==> config.mk <==
export PLATFORM = sky130hd
export DESIGN_NAME = uart_line_hex_frame_command_parser_top_flat
export DESIGN_NICKNAME = d
export VERILOG_FILES = /design/src/rtl/ulhp_pkg.sv /design/src/rtl/ulhp_in_if.sv /design/src/rtl/ulhp_cfg_if.sv /design/src/rtl/ulhp_out_if.sv /design/src/rtl/ulhp_ctrl.sv /design/src/rtl/ulhp_dp.sv /design/src/rtl/uart_line_hex_frame_command_parser_top.sv /design/src/flat_wrapper.sv
export SDC_FILE = /design/constraint.sdc
export NUM_CORES = 1
export LEC_CHECK = 0
export ABC_CLOCK_PERIOD_IN_PS = 10400
export BUFFER_PORTS_ARGS = -buffer_cell sky130_fd_sc_hd__buf_2
export CAP_MARGIN = 20
export CORE_MARGIN = 2
export CORE_UTILIZATION = 68
export CTS_CLUSTER_DIAMETER = 50
export DETAILED_ROUTE_END_ITERATION = 6
export HOLD_SLACK_MARGIN = 0.06
export MAX_ROUTING_LAYER = met4
export PLACE_DENSITY = 0.95
export SYNTH_ARGS = -nofsm -noshare
export SYNTH_HDL_FRONTEND = slang
export SYNTH_HIERARCHICAL = 1
export SYNTH_SLANG_ARGS = --single-unit
==> constraint.sdc <==
create_clock -name clk_i -period 10.4 [get_ports clk_i]
set_clock_uncertainty 0.2 [all_clocks]
set_input_delay 2.08 -clock clk_i [delete_from_list [all_inputs] [get_ports clk_i]]
set_output_delay 2.08 -clock clk_i [all_outputs]
set_load 0.01 [all_outputs]
==> src/rtl/ulhp_pkg.sv <==
// ulhp_pkg: shared types, character codes and helper functions
// for the uart line hex frame command parser; no dependencies
package ulhp_pkg;

  localparam logic [7:0] CHAR_CR    = 8'd13;
  localparam logic [7:0] CHAR_LF    = 8'd10;
  localparam logic [7:0] CHAR_SPACE = 8'd32;
  localparam logic [7:0] CHAR_TAB   = 8'd9;
  localparam logic [7:0] CHAR_COMMA = 8'd44;
  localparam logic [7:0] CHAR_NUL   = 8'd0;

  localparam logic [55:0] PAT_POWERON  = "poweron";
  localparam logic [63:0] PAT_POWEROFF = "poweroff";
  localparam logic [63:0] PAT_POWERRST = "powerrst";

  localparam logic [3:0] STATE_IDLE    = 4'd0;
  localparam logic [3:0] STATE_WALK    = 4'd1;
  localparam logic [3:0] STATE_TEXT    = 4'd2;
  localparam logic [3:0] STATE_EMIT_RD = 4'd3;
  localparam logic [3:0] STATE_EMIT_WR = 4'd4;

  typedef struct packed {
    logic store;
    logic walk_start;
    logic walk_run;
    logic emit_rd;
    logic load_frame;
    logic load_text;
    logic k_inc;
    logic clear_line;
  } ctrl_cmd_t;

  typedef struct packed {
    logic eol;
    logic walk_done;
    logic frame_ok;
    logic k_last;
    logic out_free;
  } ctrl_status_t;

  function automatic logic is_eol(input logic [7:0] c);
    is_eol = (c == CHAR_CR) || (c == CHAR_LF);
  endfunction

  function automatic logic is_skip(input logic [7:0] c);
    is_skip = (c == CHAR_SPACE) || (c == CHAR_TAB) || (c == CHAR_COMMA) || is_eol(c);
  endfunction

  // bit 4 set when the character is a hex digit, bits 3:0 its value
  function automatic logic [4:0] hex_nib(input logic [7:0] c);
    logic [4:0] r;
    r = 5'd0;
    if (c >= "0" && c <= "9") begin
      r = {1'b1, 4'(c - "0")};
    end else if (c >= "a" && c <= "f") begin
      r = {1'b1, 4'(c - "a" + 8'd10)};
    end else if (c >= "A" && c <= "F") begin
      r = {1'b1, 4'(c - "A" + 8'd10)};
    end
    hex_nib = r;
  endfunction

endpackage

==> src/rtl/ulhp_in_if.sv <==
// ulhp_in_if: received character channel
// depends on nothing
interface ulhp_in_if;
  logic       valid;
  logic       ready;
  logic [7:0] rx_char;
  modport source (output valid, output rx_char, input ready);
  modport sink (input valid, input rx_char, output ready);
endinterface

==> src/rtl/ulhp_cfg_if.sv <==
// ulhp_cfg_if: configuration write channel for hex_mode_enable
// depends on nothing
interface ulhp_cfg_if;
  logic valid;
  logic ready;
  logic hex_mode_enable;
  modport source (output valid, output hex_mode_enable, input ready);
  modport sink (input valid, input hex_mode_enable, output ready);
endinterface

==> src/rtl/ulhp_out_if.sv <==
// ulhp_out_if: result channel, frame bytes or text command flags
// depends on nothing
interface ulhp_out_if;
  logic       valid;
  logic       ready;
  logic       kind;
  logic [7:0] frame_byte;
  logic [5:0] frame_length;
  logic       last;
  logic       power_on_seen;
  logic       power_off_seen;
  logic       power_reset_seen;
  modport source (output valid, output kind, output frame_byte, output frame_length,
                  output last, output power_on_seen, output power_off_seen,
                  output power_reset_seen, input ready);
  modport sink (input valid, input kind, input frame_byte, input frame_length,
                input last, input power_on_seen, input power_off_seen,
                input power_reset_seen, output ready);
endinterface

==> src/rtl/ulhp_ctrl.sv <==
// ulhp_ctrl: sequencing state machine for store, line walk and emission
// depends on ulhp_pkg
module ulhp_ctrl (
  input  logic                  clk_i,
  input  logic                  rst_ni,
  input  logic                  in_valid_i,
  output logic                  in_ready_o,
  input  ulhp_pkg::ctrl_status_t status_i,
  output ulhp_pkg::ctrl_cmd_t   cmd_o
);

  logic [3:0] state_q, state_d;

  always_ff @(posedge clk_i or negedge rst_ni) begin
    if (!rst_ni) begin
      state_q <= ulhp_pkg::STATE_IDLE;
    end else begin
      state_q <= state_d;
    end
  end

  always_comb begin
    state_d    = state_q;
    cmd_o      = '0;
    in_ready_o = 1'b0;
    case (state_q)
      ulhp_pkg::STATE_IDLE: begin
        in_ready_o = 1'b1;
        if (in_valid_i) begin
          cmd_o.store = 1'b1;
          if (status_i.eol) begin
            cmd_o.walk_start = 1'b1;
            state_d          = ulhp_pkg::STATE_WALK;
          end
        end
      end
      ulhp_pkg::STATE_WALK: begin
        cmd_o.walk_run = 1'b1;
        if (status_i.walk_done) begin
          state_d = status_i.frame_ok ? ulhp_pkg::STATE_EMIT_RD : ulhp_pkg::STATE_TEXT;
        end
      end
      ulhp_pkg::STATE_TEXT: begin
        if (status_i.out_free) begin
          cmd_o.load_text  = 1'b1;
          cmd_o.clear_line = 1'b1;
          state_d          = ulhp_pkg::STATE_IDLE;
        end
      end
      ulhp_pkg::STATE_EMIT_RD: begin
        cmd_o.emit_rd = 1'b1;
        state_d       = ulhp_pkg::STATE_EMIT_WR;
      end
      ulhp_pkg::STATE_EMIT_WR: begin
        if (status_i.out_free) begin
          cmd_o.load_frame = 1'b1;
          if (status_i.k_last) begin
            cmd_o.clear_line = 1'b1;
            state_d          = ulhp_pkg::STATE_IDLE;
          end else begin
            cmd_o.k_inc = 1'b1;
            state_d     = ulhp_pkg::STATE_EMIT_RD;
          end
        end
      end
      default: begin
        state_d = ulhp_pkg::STATE_IDLE;
      end
    endcase
  end

endmodule

==> src/rtl/ulhp_dp.sv <==
// ulhp_dp: line store, hex decoder, text matcher, frame store and result register
// depends on ulhp_pkg
module ulhp_dp #(
  parameter int LINE_BYTES  = 64,
  parameter int FRAME_BYTES = 32,
  parameter int HEX_BYTES   = 32
) (
  input  logic                   clk_i,
  input  logic                   rst_ni,
  input  logic [7:0]             rx_char_i,
  input  logic                   cfg_we_i,
  input  logic                   cfg_data_i,
  input  ulhp_pkg::ctrl_cmd_t    cmd_i,
  output ulhp_pkg::ctrl_status_t status_o,
  input  logic                   out_ready_i,
  output logic                   out_valid_o,
  output logic                   kind_o,
  output logic [7:0]             frame_byte_o,
  output logic [5:0]             frame_length_o,
  output logic                   last_o,
  output logic                   power_on_seen_o,
  output logic                   power_off_seen_o,
  output logic                   power_reset_seen_o
);

  localparam int LAW = $clog2(LINE_BYTES);
  localparam int FAW = $clog2(FRAME_BYTES);
  localparam int NW  = $clog2(HEX_BYTES + 1);

  logic [7:0] line_mem [LINE_BYTES];
  logic [7:0] frame_mem [FRAME_BYTES];

  logic           hex_en_q;
  logic [LAW-1:0] count_q, idx_q;
  logic           rd_vld_q;
  logic [7:0]     rdata_q;
  logic [NW-1:0]  n_q;
  logic           hi_vld_q, bad_q;
  logic [3:0]     hi_q;
  logic [7:0]     sum01_q, sum3_q, last_byte_q;
  logic           zero_q, on_q, off_q, rst_q;
  logic [55:0]    sh_q;
  logic [FAW-1:0] k_q;
  logic [7:0]     fdata_q;

  logic           out_vld_q, kind_q, last_q, pon_q, poff_q, prst_q;
  logic [7:0]     byte_q;
  logic [5:0]     flen_out_q;

  logic           rd_en, hex_active, byte_done;
  logic [4:0]     nib;
  logic [7:0]     new_byte;
  logic [63:0]    win;
  logic [6:0]     flen;
  logic [7:0]     cs01, cslast, sel_byte;

  assign rd_en      = cmd_i.walk_run && (idx_q != count_q);
  assign hex_active = rd_vld_q && !bad_q && (32'(n_q) < HEX_BYTES);
  assign nib        = ulhp_pkg::hex_nib(rdata_q);
  assign new_byte   = {hi_q, nib[3:0]};
  assign byte_done  = hex_active && !ulhp_pkg::is_skip(rdata_q) && nib[4] && hi_vld_q;
  assign win        = {sh_q, rdata_q};
  assign flen       = (32'(n_q) == 6) ? 7'd8 : 7'(n_q);
  assign cs01       = 8'd0 - sum01_q;
  assign cslast     = (32'(n_q) == 6) ? 8'd0 - sum3_q : last_byte_q - sum3_q;

  always_comb begin
    if (32'(k_q) == 2) begin
      sel_byte = cs01;
    end else if (7'(k_q) == flen - 7'd1) begin
      sel_byte = cslast;
    end else if (7'(k_q) >= 7'(n_q)) begin
      sel_byte = 8'd0;
    end else begin
      sel_byte = fdata_q;
    end
  end

  assign status_o.eol       = ulhp_pkg::is_eol(rx_char_i);
  assign status_o.walk_done = (idx_q == count_q) && !rd_vld_q;
  assign status_o.frame_ok  = hex_en_q && !bad_q && !hi_vld_q && (32'(n_q) >= 6)
                              && (32'(n_q) <= FRAME_BYTES);
  assign status_o.k_last    = (7'(k_q) == flen - 7'd1);
  assign status_o.out_free  = !out_vld_q || out_ready_i;

  // line and frame stores
  always_ff @(posedge clk_i) begin
    if (cmd_i.store && (32'(count_q) < LINE_BYTES - 1)) begin
      line_mem[count_q] <= rx_char_i;
    end
    if (rd_en) begin
      rdata_q <= line_mem[idx_q];
    end
  end

  always_ff @(posedge clk_i) begin
    if (byte_done && (32'(n_q) < FRAME_BYTES)) begin
      frame_mem[FAW'(n_q)] <= new_byte;
    end
    if (cmd_i.emit_rd) begin
      fdata_q <= frame_mem[k_q];
    end
  end

  always_ff @(posedge clk_i or negedge rst_ni) begin
    if (!rst_ni) begin
      hex_en_q <= 1'b1;
      count_q  <= '0;
      idx_q    <= '0;
      rd_vld_q <= 1'b0;
      n_q      <= '0;
      hi_vld_q <= 1'b0;
      bad_q    <= 1'b0;
      zero_q   <= 1'b0;
      on_q     <= 1'b0;
      off_q    <= 1'b0;
      rst_q    <= 1'b0;
      k_q      <= '0;
    end else begin
      if (cfg_we_i) begin
        hex_en_q <= cfg_data_i;
      end
      if (cmd_i.clear_line) begin
        count_q <= '0;
      end else if (cmd_i.store && (32'(count_q) < LINE_BYTES - 1)) begin
        count_q <= count_q + LAW'(1);
      end
      if (cmd_i.walk_start) begin
        idx_q    <= '0;
        rd_vld_q <= 1'b0;
        n_q      <= '0;
        hi_vld_q <= 1'b0;
        bad_q    <= 1'b0;
        zero_q   <= 1'b0;
        on_q     <= 1'b0;
        off_q    <= 1'b0;
        rst_q    <= 1'b0;
        k_q      <= '0;
      end else begin
        rd_vld_q <= rd_en;
        if (rd_en) begin
          idx_q <= idx_q + LAW'(1);
        end
        if (hex_active && !ulhp_pkg::is_skip(rdata_q)) begin
          if (!nib[4]) begin
            bad_q <= 1'b1;
          end else if (!hi_vld_q) begin
            hi_vld_q <= 1'b1;
          end else begin
            hi_vld_q <= 1'b0;
            n_q      <= n_q + NW'(1);
          end
        end
        if (rd_vld_q && !zero_q) begin
          if (rdata_q == ulhp_pkg::CHAR_NUL) begin
            zero_q <= 1'b1;
          end else begin
            if (win[55:0] == ulhp_pkg::PAT_POWERON) begin
              on_q <= 1'b1;
            end
            if (win == ulhp_pkg::PAT_POWEROFF) begin
              off_q <= 1'b1;
            end
            if (win == ulhp_pkg::PAT_POWERRST) begin
              rst_q <= 1'b1;
            end
          end
        end
        if (cmd_i.k_inc) begin
          k_q <= k_q + FAW'(1);
        end
      end
    end
  end

  // payload side of the scan, no reset needed
  always_ff @(posedge clk_i) begin
    if (cmd_i.walk_start) begin
      sh_q    <= '0;
      sum01_q <= '0;
      sum3_q  <= '0;
    end else begin
      if (rd_vld_q && !zero_q) begin
        sh_q <= win[55:0];
      end
      if (byte_done) begin
        hi_q        <= hi_q;
        last_byte_q <= new_byte;
        if (32'(n_q) < 2) begin
          sum01_q <= sum01_q + new_byte;
        end
        if (32'(n_q) >= 3) begin
          sum3_q <= sum3_q + new_byte;
        end
      end else if (hex_active && !ulhp_pkg::is_skip(rdata_q) && nib[4]) begin
        hi_q <= nib[3:0];
      end
    end
  end

  // result register
  always_ff @(posedge clk_i or negedge rst_ni) begin
    if (!rst_ni) begin
      out_vld_q <= 1'b0;
    end else if (cmd_i.load_frame || cmd_i.load_text) begin
      out_vld_q <= 1'b1;
    end else if (out_ready_i) begin
      out_vld_q <= 1'b0;
    end
  end

  always_ff @(posedge clk_i) begin
    if (cmd_i.load_frame) begin
      kind_q     <= 1'b0;
      byte_q     <= sel_byte;
      flen_out_q <= flen[5:0];
      last_q     <= status_o.k_last;
      pon_q      <= 1'b0;
      poff_q     <= 1'b0;
      prst_q     <= 1'b0;
    end else if (cmd_i.load_text) begin
      kind_q     <= 1'b1;
      byte_q     <= 8'd0;
      flen_out_q <= 6'd0;
      last_q     <= 1'b1;
      pon_q      <= on_q;
      poff_q     <= off_q;
      prst_q     <= rst_q;
    end
  end

  assign out_valid_o        = out_vld_q;
  assign kind_o             = kind_q;
  assign frame_byte_o       = byte_q;
  assign frame_length_o     = flen_out_q;
  assign last_o             = last_q;
  assign power_on_seen_o    = pon_q;
  assign power_off_seen_o   = poff_q;
  assign power_reset_seen_o = prst_q;

endmodule

==> src/rtl/uart_line_hex_frame_command_parser_top.sv <==
// Characters are taken one per transfer and stored until CR or LF ends the line. The
// line end then blocks input while the line store is walked at one character a cycle
// through its single read port, followed by either one text flags result or a frame
// sent byte by byte, one frame store read each, waiting while the output register is full.
// Ordinary characters are taken back to back. A result waiting in the output register
// does not stop the next character from being taken.
// depends on ulhp_pkg, ulhp_in_if, ulhp_cfg_if, ulhp_out_if, ulhp_ctrl, ulhp_dp
module uart_line_hex_frame_command_parser_top #(
  parameter int LINE_BYTES  = 64,
  parameter int FRAME_BYTES = 32,
  parameter int HEX_BYTES   = 32
) (
  input logic        clk_i,
  input logic        rst_ni,
  ulhp_in_if.sink    rx_i,
  ulhp_cfg_if.sink   cfg_i,
  ulhp_out_if.source res_o
);

  ulhp_pkg::ctrl_cmd_t    cmd;
  ulhp_pkg::ctrl_status_t status;

  assign cfg_i.ready = 1'b1;

  ulhp_ctrl u_ctrl (
    .clk_i      (clk_i),
    .rst_ni     (rst_ni),
    .in_valid_i (rx_i.valid),
    .in_ready_o (rx_i.ready),
    .status_i   (status),
    .cmd_o      (cmd)
  );

  ulhp_dp #(
    .LINE_BYTES  (LINE_BYTES),
    .FRAME_BYTES (FRAME_BYTES),
    .HEX_BYTES   (HEX_BYTES)
  ) u_dp (
    .clk_i              (clk_i),
    .rst_ni             (rst_ni),
    .rx_char_i          (rx_i.rx_char),
    .cfg_we_i           (cfg_i.valid),
    .cfg_data_i         (cfg_i.hex_mode_enable),
    .cmd_i              (cmd),
    .status_o           (status),
    .out_ready_i        (res_o.ready),
    .out_valid_o        (res_o.valid),
    .kind_o             (res_o.kind),
    .frame_byte_o       (res_o.frame_byte),
    .frame_length_o     (res_o.frame_length),
    .last_o             (res_o.last),
    .power_on_seen_o    (res_o.power_on_seen),
    .power_off_seen_o   (res_o.power_off_seen),
    .power_reset_seen_o (res_o.power_reset_seen)
  );

  a_text_is_last : assert property (@(posedge clk_i) disable iff (!rst_ni)
    res_o.valid && res_o.kind |-> res_o.last)
    else $error("text result without last");

  a_text_no_frame : assert property (@(posedge clk_i) disable iff (!rst_ni)
    res_o.valid && res_o.kind |-> res_o.frame_byte == 8'd0 && res_o.frame_length == 6'd0)
    else $error("text result carries frame data");

  a_frame_blocks_input : assert property (@(posedge clk_i) disable iff (!rst_ni)
    res_o.valid && !res_o.last |-> !rx_i.ready)
    else $error("input taken during frame emission");

endmodule

==> src/flat_wrapper.sv <==
// flat-port wrapper written by rule: the top's interface ports become plain ports
module uart_line_hex_frame_command_parser_top_flat 
#(
  parameter int LINE_BYTES  = 64,
  parameter int FRAME_BYTES = 32,
  parameter int HEX_BYTES   = 32
)
  (clk_i, rst_ni, rx_i_valid, rx_i_rx_char, rx_i_ready, cfg_i_valid, cfg_i_hex_mode_enable, cfg_i_ready, res_o_valid, res_o_kind, res_o_frame_byte, res_o_frame_length, res_o_last, res_o_power_on_seen, res_o_power_off_seen, res_o_power_reset_seen, res_o_ready);
  ulhp_in_if rx_i_i ();
  ulhp_cfg_if cfg_i_i ();
  ulhp_out_if res_o_i ();
  input logic clk_i;
  input logic rst_ni;
  input wire logic [$bits(rx_i_i.valid)-1:0] rx_i_valid;
  input wire logic [$bits(rx_i_i.rx_char)-1:0] rx_i_rx_char;
  output wire logic [$bits(rx_i_i.ready)-1:0] rx_i_ready;
  input wire logic [$bits(cfg_i_i.valid)-1:0] cfg_i_valid;
  input wire logic [$bits(cfg_i_i.hex_mode_enable)-1:0] cfg_i_hex_mode_enable;
  output wire logic [$bits(cfg_i_i.ready)-1:0] cfg_i_ready;
  output wire logic [$bits(res_o_i.valid)-1:0] res_o_valid;
  output wire logic [$bits(res_o_i.kind)-1:0] res_o_kind;
  output wire logic [$bits(res_o_i.frame_byte)-1:0] res_o_frame_byte;
  output wire logic [$bits(res_o_i.frame_length)-1:0] res_o_frame_length;
  output wire logic [$bits(res_o_i.last)-1:0] res_o_last;
  output wire logic [$bits(res_o_i.power_on_seen)-1:0] res_o_power_on_seen;
  output wire logic [$bits(res_o_i.power_off_seen)-1:0] res_o_power_off_seen;
  output wire logic [$bits(res_o_i.power_reset_seen)-1:0] res_o_power_reset_seen;
  input wire logic [$bits(res_o_i.ready)-1:0] res_o_ready;
  assign rx_i_i.valid = rx_i_valid;
  assign rx_i_i.rx_char = rx_i_rx_char;
  assign rx_i_ready = rx_i_i.ready;
  assign cfg_i_i.valid = cfg_i_valid;
  assign cfg_i_i.hex_mode_enable = cfg_i_hex_mode_enable;
  assign cfg_i_ready = cfg_i_i.ready;
  assign res_o_valid = res_o_i.valid;
  assign res_o_kind = res_o_i.kind;
  assign res_o_frame_byte = res_o_i.frame_byte;
  assign res_o_frame_length = res_o_i.frame_length;
  assign res_o_last = res_o_i.last;
  assign res_o_power_on_seen = res_o_i.power_on_seen;
  assign res_o_power_off_seen = res_o_i.power_off_seen;
  assign res_o_power_reset_seen = res_o_i.power_reset_seen;
  assign res_o_i.ready = res_o_ready;
  uart_line_hex_frame_command_parser_top #(.LINE_BYTES(LINE_BYTES), .FRAME_BYTES(FRAME_BYTES), .HEX_BYTES(HEX_BYTES)) u_core (.clk_i(clk_i), .rst_ni(rst_ni), .rx_i(rx_i_i), .cfg_i(cfg_i_i), .res_o(res_o_i));
endmodule
# Word level (Yosys, flattened, before mapping)
# Memories as Yosys holds them, arrays and structs flattened. A register that Yosys moved wholly into a read port is not among the register bits.
# Cells that the tools add are included.
# word_totals
ff_bits	139
latch_bits	0
wordCells	216
in_bits	14
mem_bits_ro	0
mem_count	2
mem_bits_rw	768
output_inout_bits	22
# classes
magnitude_cmp	13
eq_ne	26
div	0
multipliers	0
n_addsub	15
mux	75
shift	0
n_reduce_logical	57
bitwise	2
# memory_table
memory	depth	word_bits	read_ports	rd_ports_with_merged_regs	wr	line	source
u_core.u_dp.line_mem	64	8	1	1	1	ulhp_dp.sv:30	logic [7:0] line_mem [LINE_BYTES];
u_core.u_dp.frame_mem	32	8	1	1	1	ulhp_dp.sv:31	logic [7:0] frame_mem [FRAME_BYTES];
# ops
cell	count
== test 64 x 63 -> 1 bit (second input constant)	2
two-way mux 6 bit	11
== test 56 x 55 -> 1 bit (second input constant)	1
two-way mux 8 bit	6
two-way mux 1 bit	42
== test 8 x 4 -> 1 bit (second input constant)	5
nonzero test 2 bit	13
two-way mux 5 bit	5
two-way mux 4 bit	5
one-hot mux 4 bit (5 select lines)	1
adder 6 x 1 -> 6 bit (second input constant)	3
logical AND 1 bit	17
adder 8 bit	2
== test 8 x 6 -> 1 bit (second input constant)	2
>= comparator 8 x 7 -> 1 bit (second input constant)	2
<= comparator 8 x 7 -> 1 bit (second input constant)	2
subtractor 1 x 8 -> 8 bit (first input constant)	2
AND reduction 3 bit	5
< comparator 6 bit (second input constant)	2
!= test 2 x 1 -> 1 bit (second input constant)	6
AND reduction 2 bit	6
subtractor 4 x 1 -> 4 bit (second input constant)	3
adder 4 bit (second input constant)	2
== test 4 x 2 -> 1 bit (second input constant)	2
26 further kinds	41

# Logic depth before layout (Yosys ltp)
# logic_depth
ltp_word	11
depth_mapped	17
mapped_depth_nobuf	14

# Modules after synthesis
# The synthesis kept the hierarchy.
# by_module_without_submodules
module	cells_per_inst	seq_area_each_um2	area_per_inst_um2	n_inst
ulhp_dp	2209	26676.8	37325.8	1
ulhp_ctrl	25	75.1	226.5	1
uart_line_hex_frame_command_parser_top	2	0.0	11.3	1

# Worst setup path before layout
# Ideal clock, no wire load.
# synth_path
path_type	flip-flop to flip-flop
startpoint	reg u_core.u_dp.rdata_q[6] (read register of u_core.u_dp.line_mem)
endpoint	reg u_core.u_dp.sum3_q[7]
stages_incl_launch_ff	12
setup_slack_ns	5.614
setup_time_ns	0.115
arrival_ns	4.470
required_time_ns	10.085
path_buffers	0
synth_period_minus_slack_ns	4.786
path_cell_list	edfxtp_1 or3b_1 or3b_1 a21o_1 o21ai_0 ha_1 nor2_1 nor2_1 a2111o_1 a21o_1 and4_1 o21ba_2
# synth_via
word_cells_on_any_way	27
classes_between	add/sub (1); order compare (6); eq/ne (5); mux (3); reduce/logical (12)
# synth_rtl
item	line	source
start, declared	ulhp_dp.sv:36	logic [7:0] rdata_q;
>= comparator 8 x 7 -> 1 bit or <= comparator 8 x 7 -> 1 bit (tied branches)	ulhp_pkg.sv:57	end else if (c >= "A" && c <= "F") begin
logical AND 1 bit	ulhp_pkg.sv:57	
two-way mux 5 bit	ulhp_pkg.sv:57	
two-way mux 5 bit	ulhp_pkg.sv:55	end else if (c >= "a" && c <= "f") begin
two-way mux 5 bit *	ulhp_pkg.sv:53	if (c >= "0" && c <= "9") begin
named net u_core.u_dp.nib[3]	ulhp_dp.sv:51	logic [4:0] nib;
adder 8 bit *	ulhp_dp.sv:193	sum3_q <= sum3_q + new_byte;
end signal, assigned	ulhp_dp.sv:193	
end, declared	ulhp_dp.sv:40	logic [7:0] sum01_q, sum3_q, last_byte_q;
# The timed path passes the listed nets; every way through them passes the cells marked *.
# A chain may end at the register's enable or synchronous reset.

# Worst setup path after layout
# layout_path
startpoint	reg u_core.u_dp.idx_q[0]
endpoint	reg u_core.u_dp.rdata_q[3] (read register of u_core.u_dp.line_mem) (data pin)
# layout_via
elab_chain_cells	2
# layout_rtl
item	line	source
start, declared	ulhp_dp.sv:34	logic [LAW-1:0] count_q, idx_q;
start signal, assigned	ulhp_dp.sv:142	idx_q <= idx_q + LAW'(1);
!= test 6 bit	ulhp_dp.sv:57	assign rd_en = cmd_i.walk_run && (idx_q != count_q);
logical AND 1 bit	ulhp_dp.sv:57	
# Several ways; a longest one is shown, not always the timed one.

==> parameters.txt <==
Parameter                              Value

GRT
  Total global-route track usage    ~37%
  Number of antenna violations at the first check in global routing    4
  Remaining global-route overflow    0
  Wire length of the first global-routing pass    around 150 mm
  Pin count of the biggest net entering global routing    approximately 120
  Vias in the first global route    between 20k and 25k

Logic synthesis
  Most used standard cells in the synthesized netlist    sky130_fd_sc_hd__edfxtp_1 (811), sky130_fd_sc_hd__nor2_1 (192), sky130_fd_sc_hd__mux4_2 (176), sky130_fd_sc_hd__nand2_1 (162), sky130_fd_sc_hd__a21oi_1 (101)
  Post-synth design cell area    around 38000 sq um
  Number of flops mapped to enable cells by yosys    811
  Async SR Flop Fraction    approximately 3.8%
  Most frequently used flop master after synthesis    sky130_fd_sc_hd__edfxtp_1
  Yosys synthesis warning count    6
  Synth Instances    ~2.2k
  Seq/Total Area, Yosys    a little under three quarters
  Cell taking the most area after synthesis    sky130_fd_sc_hd__edfxtp_1
  Proportion of netlist area held by the largest area contributor    around two thirds
  Number of nets in the synthesized netlist    around 2.3k
  Largest cells by area after synthesis    sky130_fd_sc_hd__edfxtp_1 (65%), sky130_fd_sc_hd__mux4_2 (11%), sky130_fd_sc_hd__dfxtp_1 (4.1%), sky130_fd_sc_hd__dfrtp_1 (2.3%), sky130_fd_sc_hd__mux2i_1 (2.2%)
  Distinct cell type count after synthesis    82
  Flip-flop and latch count after synthesis    between 900 and 1k
  Most numerous cell in the Yosys netlist    sky130_fd_sc_hd__edfxtp_1
  Mean instance size in the synthesized netlist    16.8 sq um

Power and ir drop
  Fraction of power consumed by combinational cells    between 20% and 30%
  Leakage power figure    approximately 0.014 uW
  Power density over cell area    around 250 nW/um^2
  Maximum VDD drop    0.000256 V
  Proportion of power drawn by the clock network    32.9%
  Net switching power figure    roughly 3300 uW
  Fraction of power spent switching nets    between 30% and 40%
  Total internal power    roughly 7100 uW
  Proportion of power drawn by flip-flops and latches    between 40% and 50%

Timing
  Setup violation total in the final timing report    0
  Clock period minus worst slack    about 4900 ps
  Final Cycle Share    46.7%
  Setup repair after global routing missed its margin    false
  Sum of negative setup slack    0 ps
  Max-slew headroom    between 20% and 30%
  Final-layout worst hold slack    between 200 and 250 ps
  Max-slew violation total from the final report    0
  Final hold viol count    0
  Fmax    between 0.2 and 0.25 GHz
  Slew of the pin with the lowest slew margin    about 1200 ps

Setup path
  Delay of the slowest cell on the worst path    about 1100 ps
  Data required time of the worst path    around 11000 ps
  List of cells traversed by the critical path    buf_12 > mux4_2 > o32ai_1 > o22ai_1 > nor3_1 > a21oi_1
  Cell depth of the worst flop-to-flop path    6
  Startpoint types    flip-flop
  Register-to-register setup slack    5540 ps
  Worst setup path category    flip-flop to flip-flop
  Startpoint of the lowest-slack register-to-register path    u_core/u_dp/idx_q[0]
  Destination of the worst register-to-register timing path    u_core/u_dp/rdata_q[3]
  Slowest stage cell, crit path    sky130_fd_sc_hd__dfrtp_4
  CP max FO    about 110
  Worst setup path startpoint    u_core/u_dp/idx_q[0]
  Arrival time at the worst endpoint    4970 ps
  Type of destination of the critical path    flip-flop

Routing
  Avg WL per Cell    33.1 um
  Total length of routed wires    ~100 mm
  Number of nets with antenna violations after routing    0
  First-iteration detailed-routing DRC count    4290
  DRC Markers    22
  Detailed Routing Iterations Pass 1    7
  Vias/cell    ~7.5
  Routed vias    approximately 23k

Min path
  Min-delay src    u_core/u_dp/sh_q[30]
  Cell depth of the worst min-delay path    2
  Class of the tightest hold or removal check    flip-flop to flip-flop
  Hold endpoint    u_core/u_dp/sh_q[38]

Flow run
  Max-capacitance violation count    0

Final layout
  Net total in the final layout    2329
  Area grow syn2layout    10.6%
  Filler cells    between 2k and 3k
  Fraction of final layout cells with drive strength greater than 1    18.6%

Die
  Die outline width    around 240 um
  Height of the die    approximately 240 um
  Count of pins on the block boundary    36
  Die Footprint    ~57000 sq um
  Row cnt    86
  Starting density of the core    roughly two thirds
  Core footprint    roughly 55000 sq um

CTS
  Latest clock arrival within the worst-skew pair    between 600 and 700 ps
  Clock buffers created by TritonCTS    91
  CTS tree    built
  CTS root buf    sky130_fd_sc_hd__clkbuf_16
  Clock-pin slew on the worst setup and hold paths    70 ps
  Number of H-tree levels    3
  Resized Gates After CTS    0
  Maximum buffer depth of the clock tree    3
  Cts-stage hold buffer count    0
  Number of buffers inserted to repair setup after CTS    0
  Total clock sinks    between 900 and 1k

Placement
  Final HPWL from detailed placement    approximately 54 mm
  Routability congestion estimate from global placement    0.971
  Number of buffer cells added on primary ports    34

Status
  Result of the run    finished, violations left
  Failing checks    design-rule violations
==> layout make-up <==
class	count	area [sq um]	share of cell area (%)
Antenna cell	4	10.0	0.0241
Clock buffer	106	2450	5.89
Clock inverter	64	666	1.60
Inverter	40	150	0.361
Multi-Input combinational cell	1152	10200	24.5
Sequential cell	922	26800	64.4
Tap cell	704	881	2.12
Timing Repair Buffer	65	455	1.10
==> worst max-delay path: cells and delay by family (launching register included) <==
kind	cells	cell delay [ps]
compound gates	3	1310
buf+inv	1	700
flops	1	1100
mux	1	630
simple gates	1	430
==> per-layer routing <==
layer  vias to the layer above  part of all wire, %  global-route usage [%]
met1                     11100                   32                    44.9
met5                         -                    0                       -
li1                       8866                    -                       -
met4                         0                  7.2                    19.8
met2                      2379                   48                    58.3
met3                       577                   13                    9.39
==> flip-flops by register name (all words and copies together), names as in the netlist, 8 cells and up <==
name                      flops
u_core/u_dp/last_byte_q       8
u_core/u_dp/rdata_q           8
u_core/u_dp/sh_q             56
u_core/u_dp/line_mem        512
u_core/u_dp/fdata_q           8
u_core/u_dp/sum01_q           8
u_core/u_dp/sum3_q            8
u_core/u_dp/frame_byte_o      8
u_core/u_dp/frame_mem       256
==> through the flow <==
step / instance area, sq um / setup WS, ps / std cells / total power (uW) / utilization [%]
2_1_floorplan: 37600 / 5610 / 2236 / 6040 / -
3_3_place_gp: 38300 / 5210 / 2877 / 6570 / 69.9
3_5_place_dp: 38300 / 4990 / 2877 / 6750 / 69.9
4_1_cts: 41500 / 5560 / 3047 / 10200 / 75.5
5_1_grt: 41600 / 5510 / 3057 / 10600 / 75.7
6_report: 41600 / 5540 / 3057 / 10400 / 75.7
==> power by group through the flow <==
| stage | sequential, uW | clock (uW) | combinational (uW) |
|---|---|---|---|
| after floorplan | 4470 | 0 | 1580 |
| after global placement | 4650 | 0 | 1920 |
| after detailed placement | 4680 | 0 | 2060 |
| after CTS | 4620 | 3430 | 2190 |
| after global routing | 4660 | 3550 | 2380 |
| final | 4650 | 3420 | 2340 |
==> kinds of logic after synthesis <==
family	count (synthesis)	synth area share [%]
flip-flops	922	71.2
AND/OR/NAND/NOR	516	6.53
AO/OA/AOI/OAI	277	4.82
multiplexers	270	13.1
buffers and inverters	162	1.79
XOR/XNOR	45	1.05
adder cells (fa/ha/maj)	43	1.49
other	1	0.00998
==> worst max path at each step <==
stage	end	slack [ps]	cells after the start
3_3_place_gp	u_core/u_dp/last_byte_q[0]	5210	6
5_1_grt	u_core/u_dp/rdata_q[3]	5510	6
3_5_place_dp	u_core/u_dp/last_byte_q[2]	4990	6
6_report	u_core/u_dp/rdata_q[3]	5540	6
4_1_cts	u_core/u_dp/last_byte_q[4]	5560	6
2_1_floorplan	u_core/u_dp/sum3_q[7]	5610	11
==> cells in the final DEF, fill, tap and decap left out, types with 32 or more instances in the layout <==
cell type,synthesis,layout
sky130_fd_sc_hd__nand2_1,162,162
sky130_fd_sc_hd__dfxtp_1,76,76
sky130_fd_sc_hd__nor2_1,192,190
sky130_fd_sc_hd__clkbuf_16,0,94
sky130_fd_sc_hd__mux2i_1,83,82
sky130_fd_sc_hd__mux4_2,176,176
sky130_fd_sc_hd__edfxtp_1,811,811
sky130_fd_sc_hd__ha_1,40,40
sky130_fd_sc_hd__buf_2,15,35
sky130_fd_sc_hd__inv_1,37,37
sky130_fd_sc_hd__a21oi_1,101,101
sky130_fd_sc_hd__a22oi_1,32,32
No activity file was read; power rests on OpenSTA's default activity.
